**config.mk**
```make
export PLATFORM = sky130hd
export DESIGN_NAME = der_ecdsa_signature_canonical_check
export DESIGN_NICKNAME = d
export VERILOG_FILES = /design/src/dercc_pkg.sv /design/src/dercc_parse.sv /design/src/der_ecdsa_signature_canonical_check.sv
export VERILOG_INCLUDE_DIRS = /design/src /design/src/src
export SDC_FILE = /design/constraint.sdc
export NUM_CORES = 1
export LEC_CHECK = 0
export ABC_AREA = 1
export BUFFER_PORTS_ARGS = -buffer_cell sky130_fd_sc_hd__buf_2
export CORE_MARGIN = 2
export CORE_UTILIZATION = 55
export DETAILED_ROUTE_END_ITERATION = 10
export GPL_TIMING_DRIVEN = 0
export HOLD_SLACK_MARGIN = 0.12
export PLACE_DENSITY_LB_ADDON = 0.08
export SLEW_MARGIN = 20
export SYNTH_ARGS = -nofsm -noshare
export SYNTH_HDL_FRONTEND = slang
export SYNTH_SLANG_ARGS = --single-unit
export TNS_END_PERCENT = 10
```
**constraint.sdc**
```tcl
create_clock -name clk -period 4.3 [get_ports clk]
set_input_delay 0 -clock clk [delete_from_list [all_inputs] [get_ports clk]]
set_output_delay 0 -clock clk [all_outputs]
set_load 0.1 [all_outputs]
```
**src/der_ecdsa_signature_canonical_check_defines.svh**
```systemverilog
// Assertion macros shared by the DER signature checker modules.
`ifndef DER_ECDSA_SIGNATURE_CANONICAL_CHECK_DEFINES_SVH
`define DER_ECDSA_SIGNATURE_CANONICAL_CHECK_DEFINES_SVH

// Same-cycle implication, off while reset is held.
`define DERCC_ASSERT_IMPL(lbl, clk, rstn, ante, cons) \
  lbl: assert property (@(posedge clk) disable iff (!rstn) (ante) |-> (cons)) \
    else $error("dercc assertion failed");

// Next-cycle implication, off while reset is held.
`define DERCC_ASSERT_NEXT(lbl, clk, rstn, ante, cons) \
  lbl: assert property (@(posedge clk) disable iff (!rstn) (ante) |=> (cons)) \
    else $error("dercc assertion failed");

`endif

```
**src/dercc_pkg.sv**
```systemverilog
// Types, codes and curve constants for the DER signature checker.
`timescale 1ns / 1ps
package dercc_pkg;

  localparam int unsigned MAX_SIG_BYTES  = 72;
  localparam int unsigned MIN_SIG_BYTES  = 8;
  localparam int unsigned MAX_PART_BYTES = 33;
  localparam int unsigned INT_BYTES      = 33;

  localparam logic [7:0] SEQ_TAG = 8'h30;
  localparam logic [7:0] INT_TAG = 8'h02;

  typedef enum logic [1:0] {
    CMP_EQ = 2'd0,
    CMP_LT = 2'd1,
    CMP_GT = 2'd2
  } cmp_t;

  typedef enum logic [1:0] {
    VERDICT_BAD    = 2'd0,
    VERDICT_HIGH_S = 2'd1,
    VERDICT_LOW_S  = 2'd2
  } verdict_t;

  typedef enum logic [8:0] {
    PH_SEQ   = 9'b000000001,
    PH_TOTAL = 9'b000000010,
    PH_R_TAG = 9'b000000100,
    PH_R_LEN = 9'b000001000,
    PH_R_VAL = 9'b000010000,
    PH_S_TAG = 9'b000100000,
    PH_S_LEN = 9'b001000000,
    PH_S_VAL = 9'b010000000,
    PH_DONE  = 9'b100000000
  } phase_t;

  // Group order and (order-1)/2 as 33-byte big-endian numbers.
  localparam logic [7:0] ORDER_G [INT_BYTES] = '{
    8'h00, 8'hFF, 8'hFF, 8'hFF, 8'hFF, 8'hFF, 8'hFF, 8'hFF, 8'hFF, 8'hFF, 8'hFF,
    8'hFF, 8'hFF, 8'hFF, 8'hFF, 8'hFF, 8'hFE, 8'hBA, 8'hAE, 8'hDC, 8'hE6, 8'hAF,
    8'h48, 8'hA0, 8'h3B, 8'hBF, 8'hD2, 8'h5E, 8'h8C, 8'hD0, 8'h36, 8'h41, 8'h41
  };
  localparam logic [7:0] HALF_G [INT_BYTES] = '{
    8'h00, 8'h7F, 8'hFF, 8'hFF, 8'hFF, 8'hFF, 8'hFF, 8'hFF, 8'hFF, 8'hFF, 8'hFF,
    8'hFF, 8'hFF, 8'hFF, 8'hFF, 8'hFF, 8'hFF, 8'h5D, 8'h57, 8'h6E, 8'h73, 8'h57,
    8'hA4, 8'h50, 8'h1D, 8'hDF, 8'hE9, 8'h2F, 8'h46, 8'h68, 8'h1B, 8'h20, 8'hA0
  };

  // Running most-significant-first compare: first unequal byte decides.
  function automatic cmp_t cmp_next(cmp_t cur, logic [7:0] ref_byte,
                                    logic [5:0] rem, logic [7:0] b);
    cmp_t res;
    res = cur;
    if (cur == CMP_EQ && rem != 6'd0 && rem <= 6'(INT_BYTES)) begin
      if (b < ref_byte) begin
        res = CMP_LT;
      end else if (b > ref_byte) begin
        res = CMP_GT;
      end
    end
    return res;
  endfunction

endpackage

```
**src/dercc_parse.sv**
```systemverilog
// Byte-wise DER parser and range compare state for one signature.
`timescale 1ns / 1ps
`include "der_ecdsa_signature_canonical_check_defines.svh"
module dercc_parse (
  input  logic                clk,
  input  logic                rst_n,
  input  logic                step,
  input  logic [7:0]          sig_byte,
  input  logic                last_byte,
  output dercc_pkg::verdict_t verdict
);

  dercc_pkg::phase_t phase_r, phase_nxt;
  logic [6:0]        cnt_r, cnt_nxt;
  logic [7:0]        total_r, total_nxt;
  logic [5:0]        rem_r, rem_nxt;
  logic [5:0]        len_r, len_nxt;
  logic              mal_r, mal_nxt;
  logic              lz_r, lz_nxt;
  dercc_pkg::cmp_t   r_ord_r, r_ord_nxt;
  dercc_pkg::cmp_t   s_ord_r, s_ord_nxt;
  dercc_pkg::cmp_t   s_half_r, s_half_nxt;

  logic            is_s;
  logic            first_val;
  logic            second_val;
  logic            bad_val;
  logic [5:0]      rem_dec;
  logic [5:0]      tab_idx;
  dercc_pkg::cmp_t start_cmp;
  logic            sig_ok;

  assign tab_idx   = 6'(dercc_pkg::INT_BYTES - int'(rem_r));
  assign start_cmp = (sig_byte >= 8'd32) ? dercc_pkg::CMP_EQ : dercc_pkg::CMP_LT;
  assign first_val  = (rem_r == len_r);
  assign second_val = ({1'b0, rem_r} + 7'd1) == {1'b0, len_r};
  assign bad_val    = first_val ? (sig_byte[7] || (sig_byte == 8'd0 && len_r == 6'd1))
                                : (second_val && lz_r && !sig_byte[7]);
  assign rem_dec    = (rem_r != 6'd0) ? rem_r - 6'd1 : rem_r;

  always_comb begin
    phase_nxt  = phase_r;
    total_nxt  = total_r;
    rem_nxt    = rem_r;
    len_nxt    = len_r;
    lz_nxt     = lz_r;
    r_ord_nxt  = r_ord_r;
    s_ord_nxt  = s_ord_r;
    s_half_nxt = s_half_r;
    is_s       = (phase_r == dercc_pkg::PH_S_VAL) || (phase_r == dercc_pkg::PH_S_LEN);

    // Saturate the count one past the limit; that alone marks it malformed.
    cnt_nxt = (cnt_r < 7'(dercc_pkg::MAX_SIG_BYTES + 1)) ? cnt_r + 7'd1 : cnt_r;
    mal_nxt = mal_r || (cnt_nxt > 7'(dercc_pkg::MAX_SIG_BYTES));

    if (!mal_nxt) begin
      case (phase_r)
        dercc_pkg::PH_SEQ: begin
          if (sig_byte != dercc_pkg::SEQ_TAG) mal_nxt = 1'b1;
          else phase_nxt = dercc_pkg::PH_TOTAL;
        end
        dercc_pkg::PH_TOTAL: begin
          total_nxt = sig_byte;
          phase_nxt = dercc_pkg::PH_R_TAG;
        end
        dercc_pkg::PH_R_TAG: begin
          if (sig_byte != dercc_pkg::INT_TAG) mal_nxt = 1'b1;
          else phase_nxt = dercc_pkg::PH_R_LEN;
        end
        dercc_pkg::PH_S_TAG: begin
          if (sig_byte != dercc_pkg::INT_TAG) mal_nxt = 1'b1;
          else phase_nxt = dercc_pkg::PH_S_LEN;
        end
        dercc_pkg::PH_R_LEN, dercc_pkg::PH_S_LEN: begin
          if (sig_byte == 8'd0 || sig_byte > 8'(dercc_pkg::MAX_PART_BYTES)) begin
            mal_nxt = 1'b1;
          end else begin
            len_nxt = sig_byte[5:0];
            rem_nxt = sig_byte[5:0];
            lz_nxt  = 1'b0;
            if (is_s) begin
              s_ord_nxt  = start_cmp;
              s_half_nxt = start_cmp;
              phase_nxt  = dercc_pkg::PH_S_VAL;
            end else begin
              r_ord_nxt = start_cmp;
              phase_nxt = dercc_pkg::PH_R_VAL;
            end
          end
        end
        dercc_pkg::PH_R_VAL, dercc_pkg::PH_S_VAL: begin
          if (bad_val) begin
            mal_nxt = 1'b1;
          end else begin
            if (first_val) lz_nxt = (sig_byte == 8'd0);
            if (is_s) begin
              s_ord_nxt  = dercc_pkg::cmp_next(s_ord_r, dercc_pkg::ORDER_G[tab_idx],
                                               rem_r, sig_byte);
              s_half_nxt = dercc_pkg::cmp_next(s_half_r, dercc_pkg::HALF_G[tab_idx],
                                               rem_r, sig_byte);
            end else begin
              r_ord_nxt = dercc_pkg::cmp_next(r_ord_r, dercc_pkg::ORDER_G[tab_idx],
                                              rem_r, sig_byte);
            end
            rem_nxt = rem_dec;
            if (rem_dec == 6'd0) begin
              phase_nxt = is_s ? dercc_pkg::PH_DONE : dercc_pkg::PH_S_TAG;
            end
          end
        end
        default: begin
          // Any byte after S, or a lost phase code.
          mal_nxt = 1'b1;
        end
      endcase
    end
  end

  always_comb begin
    sig_ok = !mal_nxt && (phase_nxt == dercc_pkg::PH_DONE) &&
             (cnt_nxt >= 7'(dercc_pkg::MIN_SIG_BYTES)) &&
             (cnt_nxt <= 7'(dercc_pkg::MAX_SIG_BYTES)) &&
             (({1'b0, total_nxt} + 9'd2) == {2'b00, cnt_nxt}) &&
             (r_ord_nxt == dercc_pkg::CMP_LT) && (s_ord_nxt == dercc_pkg::CMP_LT);
    if (!sig_ok) verdict = dercc_pkg::VERDICT_BAD;
    else if (s_half_nxt == dercc_pkg::CMP_GT) verdict = dercc_pkg::VERDICT_HIGH_S;
    else verdict = dercc_pkg::VERDICT_LOW_S;
  end

  always_ff @(posedge clk) begin
    if (!rst_n || (step && last_byte)) begin
      // The final byte of a signature starts the next one from scratch.
      phase_r  <= dercc_pkg::PH_SEQ;
      cnt_r    <= 7'd0;
      total_r  <= 8'd0;
      rem_r    <= 6'd0;
      len_r    <= 6'd0;
      mal_r    <= 1'b0;
      lz_r     <= 1'b0;
      r_ord_r  <= dercc_pkg::CMP_EQ;
      s_ord_r  <= dercc_pkg::CMP_EQ;
      s_half_r <= dercc_pkg::CMP_EQ;
    end else if (step) begin
      phase_r  <= phase_nxt;
      cnt_r    <= cnt_nxt;
      total_r  <= total_nxt;
      rem_r    <= rem_nxt;
      len_r    <= len_nxt;
      mal_r    <= mal_nxt;
      lz_r     <= lz_nxt;
      r_ord_r  <= r_ord_nxt;
      s_ord_r  <= s_ord_nxt;
      s_half_r <= s_half_nxt;
    end
  end

  `DERCC_ASSERT_NEXT(a_restart_after_last, clk, rst_n, step && last_byte,
                     phase_r == dercc_pkg::PH_SEQ && cnt_r == 7'd0 && !mal_r)
  `DERCC_ASSERT_IMPL(a_count_saturates, clk, rst_n, 1'b1,
                     cnt_r <= 7'(dercc_pkg::MAX_SIG_BYTES + 1))
  `DERCC_ASSERT_IMPL(a_value_bytes_pending, clk, rst_n,
                     phase_r == dercc_pkg::PH_R_VAL || phase_r == dercc_pkg::PH_S_VAL,
                     rem_r != 6'd0 && rem_r <= len_r)

endmodule

```
**src/der_ecdsa_signature_canonical_check.sv**
```systemverilog
// Top level: strict DER ECDSA signature check with low-S verdict.
//
// Usage:
//   Feed a DER-encoded secp256k1 signature on the in_ channel, one byte per
//   transfer, with in_last_byte high on the final byte. Every signature gives
//   exactly one verdict on the out_ channel, at its final byte:
//     0 malformed or R/S not below the group order,
//     1 canonical encoding with S above half the order,
//     2 fully canonical (S at most half the order).
//   Bytes pass an input register and the parse/compare state updates once per
//   byte, so one byte is taken every cycle unless a final byte waits for the
//   output register. The verdict is registered in the output register when the
//   final byte leaves the input register, later only while an earlier verdict
//   still waits in the output register.
//   If the receiver stalls, the verdict is held; the next signature's bytes
//   keep flowing until another final byte needs the output register.
//   Reset (rst_n low, synchronous) empties both registers and returns the
//   parser to expect the sequence tag.
`timescale 1ns / 1ps
`include "der_ecdsa_signature_canonical_check_defines.svh"
module der_ecdsa_signature_canonical_check (
  input  logic       clk,
  input  logic       rst_n,
  input  logic       in_valid,
  output logic       in_ready,
  input  logic [7:0] in_sig_byte,
  input  logic       in_last_byte,
  output logic       out_valid,
  input  logic       out_ready,
  output logic [1:0] out_verdict
);

  logic                in_v_r;
  logic [7:0]          in_byte_r;
  logic                in_last_r;
  logic                out_v_r;
  logic [1:0]          out_verdict_r;
  logic                adv;
  dercc_pkg::verdict_t verdict;

  // A non-final byte never waits; a final one needs a free output slot.
  assign adv      = in_v_r && (!in_last_r || !out_v_r || out_ready);
  assign in_ready = !in_v_r || adv;

  dercc_parse u_parse (
    .clk       (clk),
    .rst_n     (rst_n),
    .step      (adv),
    .sig_byte  (in_byte_r),
    .last_byte (in_last_r),
    .verdict   (verdict)
  );

  always_ff @(posedge clk) begin
    if (!rst_n) begin
      in_v_r  <= 1'b0;
      out_v_r <= 1'b0;
    end else begin
      if (in_ready) in_v_r <= in_valid;
      if (adv && in_last_r) out_v_r <= 1'b1;
      else if (out_ready) out_v_r <= 1'b0;
    end
  end

  always_ff @(posedge clk) begin
    if (in_valid && in_ready) begin
      in_byte_r <= in_sig_byte;
      in_last_r <= in_last_byte;
    end
    if (adv && in_last_r) out_verdict_r <= verdict;
  end

  assign out_valid   = out_v_r;
  assign out_verdict = out_verdict_r;

  `DERCC_ASSERT_IMPL(a_verdict_code, clk, rst_n, out_v_r, out_verdict_r != 2'd3)
  `DERCC_ASSERT_IMPL(a_middle_never_stalls, clk, rst_n, in_v_r && !in_last_r, adv)
  `DERCC_ASSERT_NEXT(a_last_gives_result, clk, rst_n, adv && in_last_r, out_v_r)

endmodule
```
==> results.py <==
metrics = {
    "global_route": {
        "grt_max_degree": 11,
        "grtUsageTotal_pct": 31.8,
        "overflow": 0,
        "antenna_found_initial": 0,
        "grt_pass1_vias": 5187,
        "grt_pass1_wl_mm": 25.0,
        "met3_usage_pct": 5.48,
        "busiest_layer": "met2",
        "grt_use_met1_pct": 44.9,
        "grt_use_met2_pct": 50.2,
    },
    "place": {
        "hpwl_mm": 11.3,
        "post_dp_cell_area_um2": 5190,
        "gp_congestion": 0.959,
        "port_buffers": 16,
        "pre_cts_ws_ns": -0.389,
    },
    "power_and_ir_drop": {
        "pwr-share-comb_pct": 20.8,
        "p_seq_share_pct": 43.1,
        "p_clk_share_pct": 36.0,
        "p_per_area_nw_per_um2": 245,
        "p_int_w": 0.000922,
        "p_leak_nw": 2.68,
        "swShare_pct": 32.6,
        "peakVddDrop_v": 0.000205,
        "power.total_w": 0.00137,
        "switchingPower_w": 0.000447,
    },
    "min_path": {
        "hold_start": "in_sig_byte[0]",
        "hold_path.class": "in2reg",
        "worstHoldPathCells": 2,
    },
    "routing": {
        "dr.pass1.iters": 5,
        "via_per_inst": 5.80,
        "vias": 5628,
        "drt-initial-drc-count": 555,
        "drcViolationCount": 0,
        "ant_nets": 0,
        "drt-total-wl_mm": 15.1,
        "wl_per_cell_um": 15.6,
    },
    "yosys": {
        "synth.avg_cell_area_um2": 6.10,
        "yosys-top-cells-count": "210 x nand2_1, 108 x inv_1, 88 x nor2_1, 82 x o21ai_0, 61 x nand3_1",
        "yosys.area.top_type": "dfxtp_1",
        "ys_warn_count": 0,
        "yosys.cell_count.top_type": "nand2_1",
        "syn_nets": 855,
        "seq_area_frac_synth_pct": 25.2,
        "synthTopCellsByArea": "dfxtp_1 19%, nand2_1 16%, o21ai_0 8.3%",
        "ys_ff_latch": 57,
        "synth-main-ff-cell": "dfxtp_1",
        "ys_types": 47,
        "netlist_area_um2": 4970,
        "ys_async_sr_fraction_pct": 0,
        "synthCells": 816,
        "yosysTopAreaCellShare_pct": 18.5,
        "synth_edf_count": 11,
    },
    "timing": {
        "setup_ws_ns": 0.292,
        "fin_skew_ns": 0.0104,
        "slew-limit-headroom_pct": 56.8,
        "fin_crit_sh_pct": 93.2,
        "fmax_ghz": 0.250,
        "fin_crit_ns": 4.01,
        "finalSetupViolCount": 0,
        "drv_slew": 0,
        "hold_viol_final": 0,
        "worstMarginPinSlew_ns": 0.647,
    },
    "die": {
        "die_h_um": 99.1,
        "die-width_um": 99.1,
        "dieArea_um2": 9820,
        "fp-row-count": 34,
        "core-area_um2": 8760,
        "io-pin-count": 17,
        "initial_core_util_pct": 56.8,
    },
    "clock_tree": {
        "insertion_delay_ns": 0.35,
        "cts_tree": "yes",
        "cts.sinks": 57,
        "cts.reportedPaths.clkPinSlew_ns": 0.07,
        "clockRootBuffer": "clkbuf_8",
        "htreeDepth": 3,
        "cts.path.max_buffers": 2,
        "numCtsBuffers": 9,
    },
    "cells_and_area": {
        "nets": 897,
        "regArea_um2": 1260,
        "multiInputGateArea_um2": 3230,
        "fillers": 831,
        "antenna_cells": 0,
        "synthToLayoutAreaGrowth_pct": 12.4,
        "drive_gt1_share_pct": 11.0,
        "stdcell_area_um2": 5590,
    },
    "setup_path": {
        "r2r_slack_ns": 0.29,
        "critPathLaunchType": "register",
        "rr_worst_depth": 22,
        "cp_common_cell": "nor2_1",
        "crit_arrival_ns": 4.21,
        "endpoint": "out_verdict[1]$_SDFFCE_PN0P_",
        "worstPathRequired_ns": 4.50,
        "cp_max_fo": 10,
        "r2r_end": "out_verdict[1]$_SDFFCE_PN0P_",
        "slowest_delay_ns": 0.50,
        "path_cells": "clkinvlp_4 > ha_4 > clkinvlp_4 > nor2_2 > nor2_1 > inv_1 > a21oi_1 > o311a_1 > ha_1 > nand2_1 > nor4_2 > nand3b_1 > nand2_1 > nand3_1 > nand2_1 > nor2_1 > nand3_1 > nor2_1 > nand3_1 > nor2_1 > nand2_1 > nor2_1",
        "r2r-start": "u_parse.rem_r[1]$_SDFFE_PP0P_",
        "cp-end-kind": "register",
        "crit_start": "u_parse.rem_r[1]$_SDFFE_PP0P_",
        "path_class": "reg2reg",
        "crit_slowest_cell": "nor4_2",
    },
    "run": {
        "max_cap_viol_count": 0,
    },
    "run_status": {
        "status": "completed",
    },
}
[worst min-delay path by stage]
stage                        endpoint  slack [ns]
2_1_floorplan  in_byte_r[0]$_DFFE_PP_         0.1
3_3_place_gp   in_byte_r[2]$_DFFE_PP_        0.18
3_5_place_dp   in_byte_r[2]$_DFFE_PP_        0.18
4_1_cts        in_byte_r[0]$_DFFE_PP_        0.35
5_1_grt        in_byte_r[1]$_DFFE_PP_        0.36
6_report       in_byte_r[0]$_DFFE_PP_        0.37
[cell families after synthesis]
group | Yosys count | synth area share (%)
AND/OR/NAND/NOR | 423 | 38.2
AO/OA/AOI/OAI | 170 | 18.3
buffers and inverters | 136 | 11.1
flip-flops | 57 | 25.2
adder cells (fa/ha/maj) | 26 | 6.54
XOR/XNOR | 4 | 0.705
[cell usage in the layout, fill, tap and decap left out, types with 17 or more instances in the layout]
cell type	count
o21ai_0	81
nand4_1	17
nor2_1	86
buf_2	19
inv_1	105
nand3_1	61
dfxtp_1	44
ha_1	22
nand2_1	209
a21oi_1	58
[power by group through the flow]
stage | sequential [W] | clock (W) | combinational [W]
global placement | 0.000602 | 0 | 0.000258
CTS | 0.000591 | 0.000497 | 0.000275
floorplan | 0.000600 | 0 | 0.000193
detailed placement | 0.000602 | 0 | 0.000265
finish | 0.000591 | 0.000494 | 0.000285
global route | 0.000593 | 0.000522 | 0.000319
[state kept, by name (all words and copies together) (netlist names)]
signal	count
u_parse.rem_r	6
u_parse.lz_r	1
in_byte_r	8
u_parse.total_r	8
u_parse.s_half_r	2
out_valid	1
in_v_r	1
in_last_r	1
out_verdict	2
u_parse.phase_r	9
u_parse.s_ord_r	2
u_parse.cnt_r	7
u_parse.len_r	6
u_parse.mal_r	1
u_parse.r_ord_r	2
[per-layer routing]
metal | vias to the layer above | wire [um]
met4 | 0 | 266
met2 | 296 | 6820
met1 | 2537 | 6610
met5 | - | 0
met3 | 35 | 1440
li1 | 2760 | -
[per-stage QoR]
stage	hold slack [ns]	cells	setup TNS, ns	utilization (%)
2_1_floorplan	0.0989	816	0	-
3_3_place_gp	0.176	940	-0.565	59.2
3_5_place_dp	0.178	940	-0.775	59.2
4_1_cts	0.351	968	0	62.8
5_1_grt	0.363	971	-0.0145	63.8
6_report	0.369	971	0	63.8
[worst max-delay path, delay by kind of cell, from the launching register on]
| kind | cells | cell delay, ns |
|---|---|---|
| AOI/OAI and AO/OA | 2 | 0.37 |
| buffers and inverters | 3 | 0.43 |
| and+or+nand+nor | 15 | 1.98 |
| DFF | 1 | 0.42 |
| adders and majority gates | 2 | 0.63 |
[what timing repair did]
action                     4_1_cts  5_1_grt
gates resized for setup          2       19
pin swaps                        0        2
setup endpoints to repair        2        3
buffers inserted                 0        3
hold endpoints to repair        11        0
hold buffers                    13        0
[cell type report]
| class | count | area share [%] |
|---|---|---|
| buffer | 19 | 2.04 |
| clock buffer | 12 | 2.42 |
| clock inverter | 4 | 0.783 |
| inverter | 116 | 7.92 |
| multi-input combinational | 623 | 57.8 |
| sequential | 57 | 22.5 |
| tap | 108 | 2.42 |
| timing repair buffer | 32 | 4.16 |
Note: power is estimated with default switching activity, not from simulation.
